===== config.mk =====
export PLATFORM = sky130hd
export DESIGN_NAME = plt_ram
export DESIGN_NICKNAME = d
export VERILOG_FILES = /design/src/rtl/core/plt_ram.sv
export SDC_FILE = /design/constraint.sdc
export NUM_CORES = 1
export LEC_CHECK = 0
export BUFFER_PORTS_ARGS = -buffer_cell sky130_fd_sc_hd__buf_2
export CAP_MARGIN = 30
export CORE_MARGIN = 2
export CORE_UTILIZATION = 46
export DETAILED_ROUTE_END_ITERATION = 6
export PLACE_DENSITY = 0.61
export SLEW_MARGIN = 25
export SYNTH_ARGS = -nofsm -noshare
export SYNTH_HDL_FRONTEND = slang
export SYNTH_SLANG_ARGS = --single-unit
export TNS_END_PERCENT = 5

===== constraint.sdc =====
create_clock -name i_clk -period 4.27 [get_ports i_clk]
set_input_delay 0.2135 -clock i_clk [delete_from_list [all_inputs] [get_ports i_clk]]
set_output_delay 0.2135 -clock i_clk [all_outputs]
set_load 0.02 [all_outputs]

===== src/rtl/core/plt_ram.sv =====
module plt_ram #(
    parameter int WIDTH = 8,
    parameter int DEPTH = 16
) (
    input  logic                     i_clk,
    input  logic                     i_wr_en,
    input  logic [$clog2(DEPTH)-1:0] i_wr_addr,
    input  logic [WIDTH-1:0]         i_wr_data,
    input  logic                     i_rd_en,
    input  logic [$clog2(DEPTH)-1:0] i_rd_addr,
    output logic [WIDTH-1:0]         o_rd_data
);

    logic [WIDTH-1:0] r_mem [DEPTH];
    logic [WIDTH-1:0] r_rd_data;

    always_ff @(posedge i_clk) begin
        if (i_wr_en) begin
            r_mem[i_wr_addr] <= i_wr_data;
        end
        if (i_rd_en) begin
            r_rd_data <= r_mem[i_rd_addr];
        end
    end

    assign o_rd_data = r_rd_data;

endmodule


=== Word level (Yosys, flattened, before mapping) ===
Memory sizes are Yosys's and may differ from the RTL's. A register that Yosys moved wholly into a read port is not among the register bits.
Cells that the tools add are included.
Widths: inputs -> output; s select.

* Output and inout port bits: 8
* Bits in writable memories: 128
* Register bits: 0
* Memories kept: 1

* Mux-type cells: 2

{| class="wikitable"
|+ Memories
! memory !! words !! bits a word !! read ports !! clocked after memory_dff !! write ports !! line !! text
|-
| r_mem || 16 || 8 || 1 || 1 || 1 || 14 || <nowiki>logic [WIDTH-1:0] r_mem [DEPTH];</nowiki>
|}

{| class="wikitable"
|+ Operators by type and width
! kind !! count
|-
| $mux 1 || 2
|}

=== Depth between registers and ports, before layout ===
* Depth after elaboration: 2
* Gate-level depth with buffers: 5
* Mapped depth without buffers: 3

=== Least setup slack after synthesis ===
No wires, ideal clock.

* Path kind: input -> register
* Start point: input port i_wr_addr[2]
* End point: memory r_mem[0][0] (enable)
* Path buffers: 0
* Slack: 2.564 ns
* Arrival time: 1.323 ns
* Data required time: 3.887 ns
* Library setup time: 0.383 ns
* Stages: 2
* Path through: or3b_2 > nor3_1

{| class="wikitable"
|+ RTL lines
! element !! line !! text
|-
| start: declaration || 7 || <nowiki>input logic [$clog2(DEPTH)-1:0] i_wr_addr,</nowiki>
|-
| end: declaration || 14 ||
|}

Straight into the memory's write port.

==> results.ini <==
[sta]
clock.fmax_ghz=0.614
rsz0062_at_grt=false
report.final.setup_viol=0
fin_crit_sh=0.381
drv_slew=0
slew_headroom=0.361
period_needed_ns=1.63
hold_violations=0
setup_tns_ns=0
fin_worst_skew_ns=0.00745
tightest_slew_ns=0.955
holdWs_ns=0.182

[floorplanning]
start_util=0.476
num_rows=38
die_area_sq_um=12200
die_h_um=111
coreArea_sq_um=11000
die_x_um=111
ios=27

[power_and_ir_drop]
peakVddDrop_mv=0.278
intPower_mw=2.42
p_clk_frac=0.459
power_switching_share=0.206
power.switching_mw=0.630
power_frac_comb=0.045
p_leak_nw=2.01
pwr-share-seq=0.496
p_per_area_nw_per_um2=502

[grt]
grt_start_max_net_pins=33
grt_pass1_vias=2394
antenna_found_initial=0
grt-ovfl-total=0
grt_pass1_wl_mm=14.4
track_usage=0.167

[clock_network]
cts_hold_buf=0
cts_inserted_buffers=17
cts_tree=built
cts.clk_slew.worst_paths_ns=0.06
ctsLongestPathBuffers=2
cts_resized=0
clkLatencyLatePin_ns=0.41
clockRootBuffer=clkbuf_16
cts.sinks=136
cts_max_level=4
post_cts_buffers=0

[synthesis]
yosysTopAreaCell=edfxtp_1
synth_adder_area_share=0
synthMuxAreaShare=0.148
postSynthCellCount=229
synth.distinct_cells=18
ys_warn_count=0
yosys-top-cells-area=edfxtp_1 78%, mux4_2 7.8%, mux4_1 7.0%
ys_seq_elements=136
syn-num-nets=248
ys_seq_area_frac=0.781
synth_top_family_by_area=multiplexers
synth_simple_gate_area_frac=0.0314
synth_xor_xnor_area_share=0
synth_area_sq_um=5230
synth.avg_cell_area_sq_um=22.8
synth_top_cell_area_share=0.781
synth_compound_area_frac=0.0230

[worst_setup_path]
crit_path_max_incr_delay_ns=0.56
startpoint=i_rd_addr[0]
cp-endpoint=o_rd_data[5]
reg2reg_to=o_rd_data[7]
regToRegSetupSlack_ns=2.77
path_class=in -> reg
worstPathArrival_ns=1.78
worst_setup_path_start_kind=primary input
reg2reg_from=r_mem[10][7]
critPathSlowestCell=mux4_1
reg2regPathDepth=3
path_max_fanout=20
crit_chain=buf_2, buf_12, mux4_1, a22oi_1, nand2_1
endpoint_kind=register
cp.required_ns=4.42

[route]
wl_met2_mm=4.78
drt_iter0_markers=147
first_pass_iters=4
vias=2369
topRoutingLayerUsed=met4
drc=0
ant_nets=0
routedWlPerCell_um=22.8
vias_per_cell=5.61
drt_wl_total_mm=9.62
met3WireLength_um=421
wl_met1_mm=4.32

[finish]
final_layout_size_suffix_gt1_frac=0.287
utilization=0.554
stdcell_count=422
final_area_sq_um=6080
antenna_cells=0
nNetsFinal=288
fill_cells=804
areaGrowthSynthToFinish_pct=16.3

[placed_design]
gp_congestion=0.691
port_buffers=26
placed_area_sq_um=5500
dp.cells=390
hpwl_mm=6.05

[min_path]
hp-class=in -> reg
hold-path-cell-count=1

[status]
status=finished, final reports clean

[flow_run]
maxCapViolations=0

Yosys cell counts:
library cell     number
nor3_1                4
buf_4                 1
and2b_1               1
nor2b_1               1
mux4_2               18
nand3b_1              2
buf_2                 3
nor2_1               13
mux4_1               14
and2_1                1
edfxtp_1            136
a22oi_1              16
clkdlybuf4s25_2       3
buf_6                 3
nand2b_1              2
nand3_1               1
nand2_1               9
or3b_2                1
sequential cells by signal (all words and copies together) (netlist names):
signal and cells:
r_mem 128, o_rd_data 8
layout make-up:
class                      instances  area [sq um]  area share
clock inverter                    14           151      0.0249
timing repair buffer              31           180      0.0296
clock buffer                      18           429      0.0706
sequential                       136          4080       0.671
multi-input combinational         83          1060       0.175
tap                              140           175      0.0288
metrics by stage:
step	power, mW	setup slack, ns
floorplan	1.62	2.56
global placement	1.67	1.90
detailed placement	1.68	2.18
CTS	3.07	2.61
global route	3.14	2.55
finish	3.05	2.64
per-layer routing:
metal	vias to the layer above	GRT usage
met5	-	0
met4	0	0.0650
met3	7	0.0445
met2	64	0.264
met1	1236	0.224
li1	1062	-
how the worst min path moves through the flow:
stage | startpoint | to | slack (ns)
6_report | i_wr_data[5] | r_mem[12][5] | 0.18
5_1_grt | i_wr_data[5] | r_mem[14][5] | 0.18
4_1_cts | i_wr_data[6] | r_mem[14][6] | 0.17
3_5_place_dp | i_wr_data[6] | r_mem[2][6] | 0.61
3_3_place_gp | i_wr_data[2] | r_mem[14][2] | 0.60
2_1_floorplan | i_wr_data[0] | r_mem[0][0] | 0.31
layout by cell type, fill, tap and decap left out, drive strengths merged:
cell,synthesis,routed
a22oi,16,16
and2,1,1
and2b,1,1
buf,7,31
bufinv,0,2
clkbuf,0,18
clkinv,0,6
clkinvlp,0,4
edfxtp,136,136
inv,0,2
mux4,32,32
nand2,9,9
nand2b,2,2
nand3,1,1
nand3b,2,2
nor2,13,13
nor2b,1,1
nor3,4,4
or3b,1,1
power groups by stage:
stage / registers [mW] / logic [mW] / clock network, mW
2_1_floorplan: 1.55 / 0.0759 / 0
3_3_place_gp: 1.54 / 0.135 / 0
3_5_place_dp: 1.54 / 0.139 / 0
4_1_cts: 1.51 / 0.140 / 1.42
5_1_grt: 1.51 / 0.147 / 1.48
6_report: 1.51 / 0.137 / 1.40
worst max-delay path, delay by kind of cell:
family / cells / cell delay (ns)
buffers and inverters: 2 / 0.62
AO/OA/AOI/OAI: 1 / 0.29
AND/OR/NAND/NOR: 1 / 0.08
multiplexers: 1 / 0.56
logic make-up after synthesis:
| group | count (synthesis) |
|---|---|
| and+or+nand+nor | 35 |
| DFF | 136 |
| muxes | 32 |
| AOI/OAI and AO/OA | 16 |
| buffers and inverters | 10 |
Note: power is estimated with default switching activity, not from simulation.
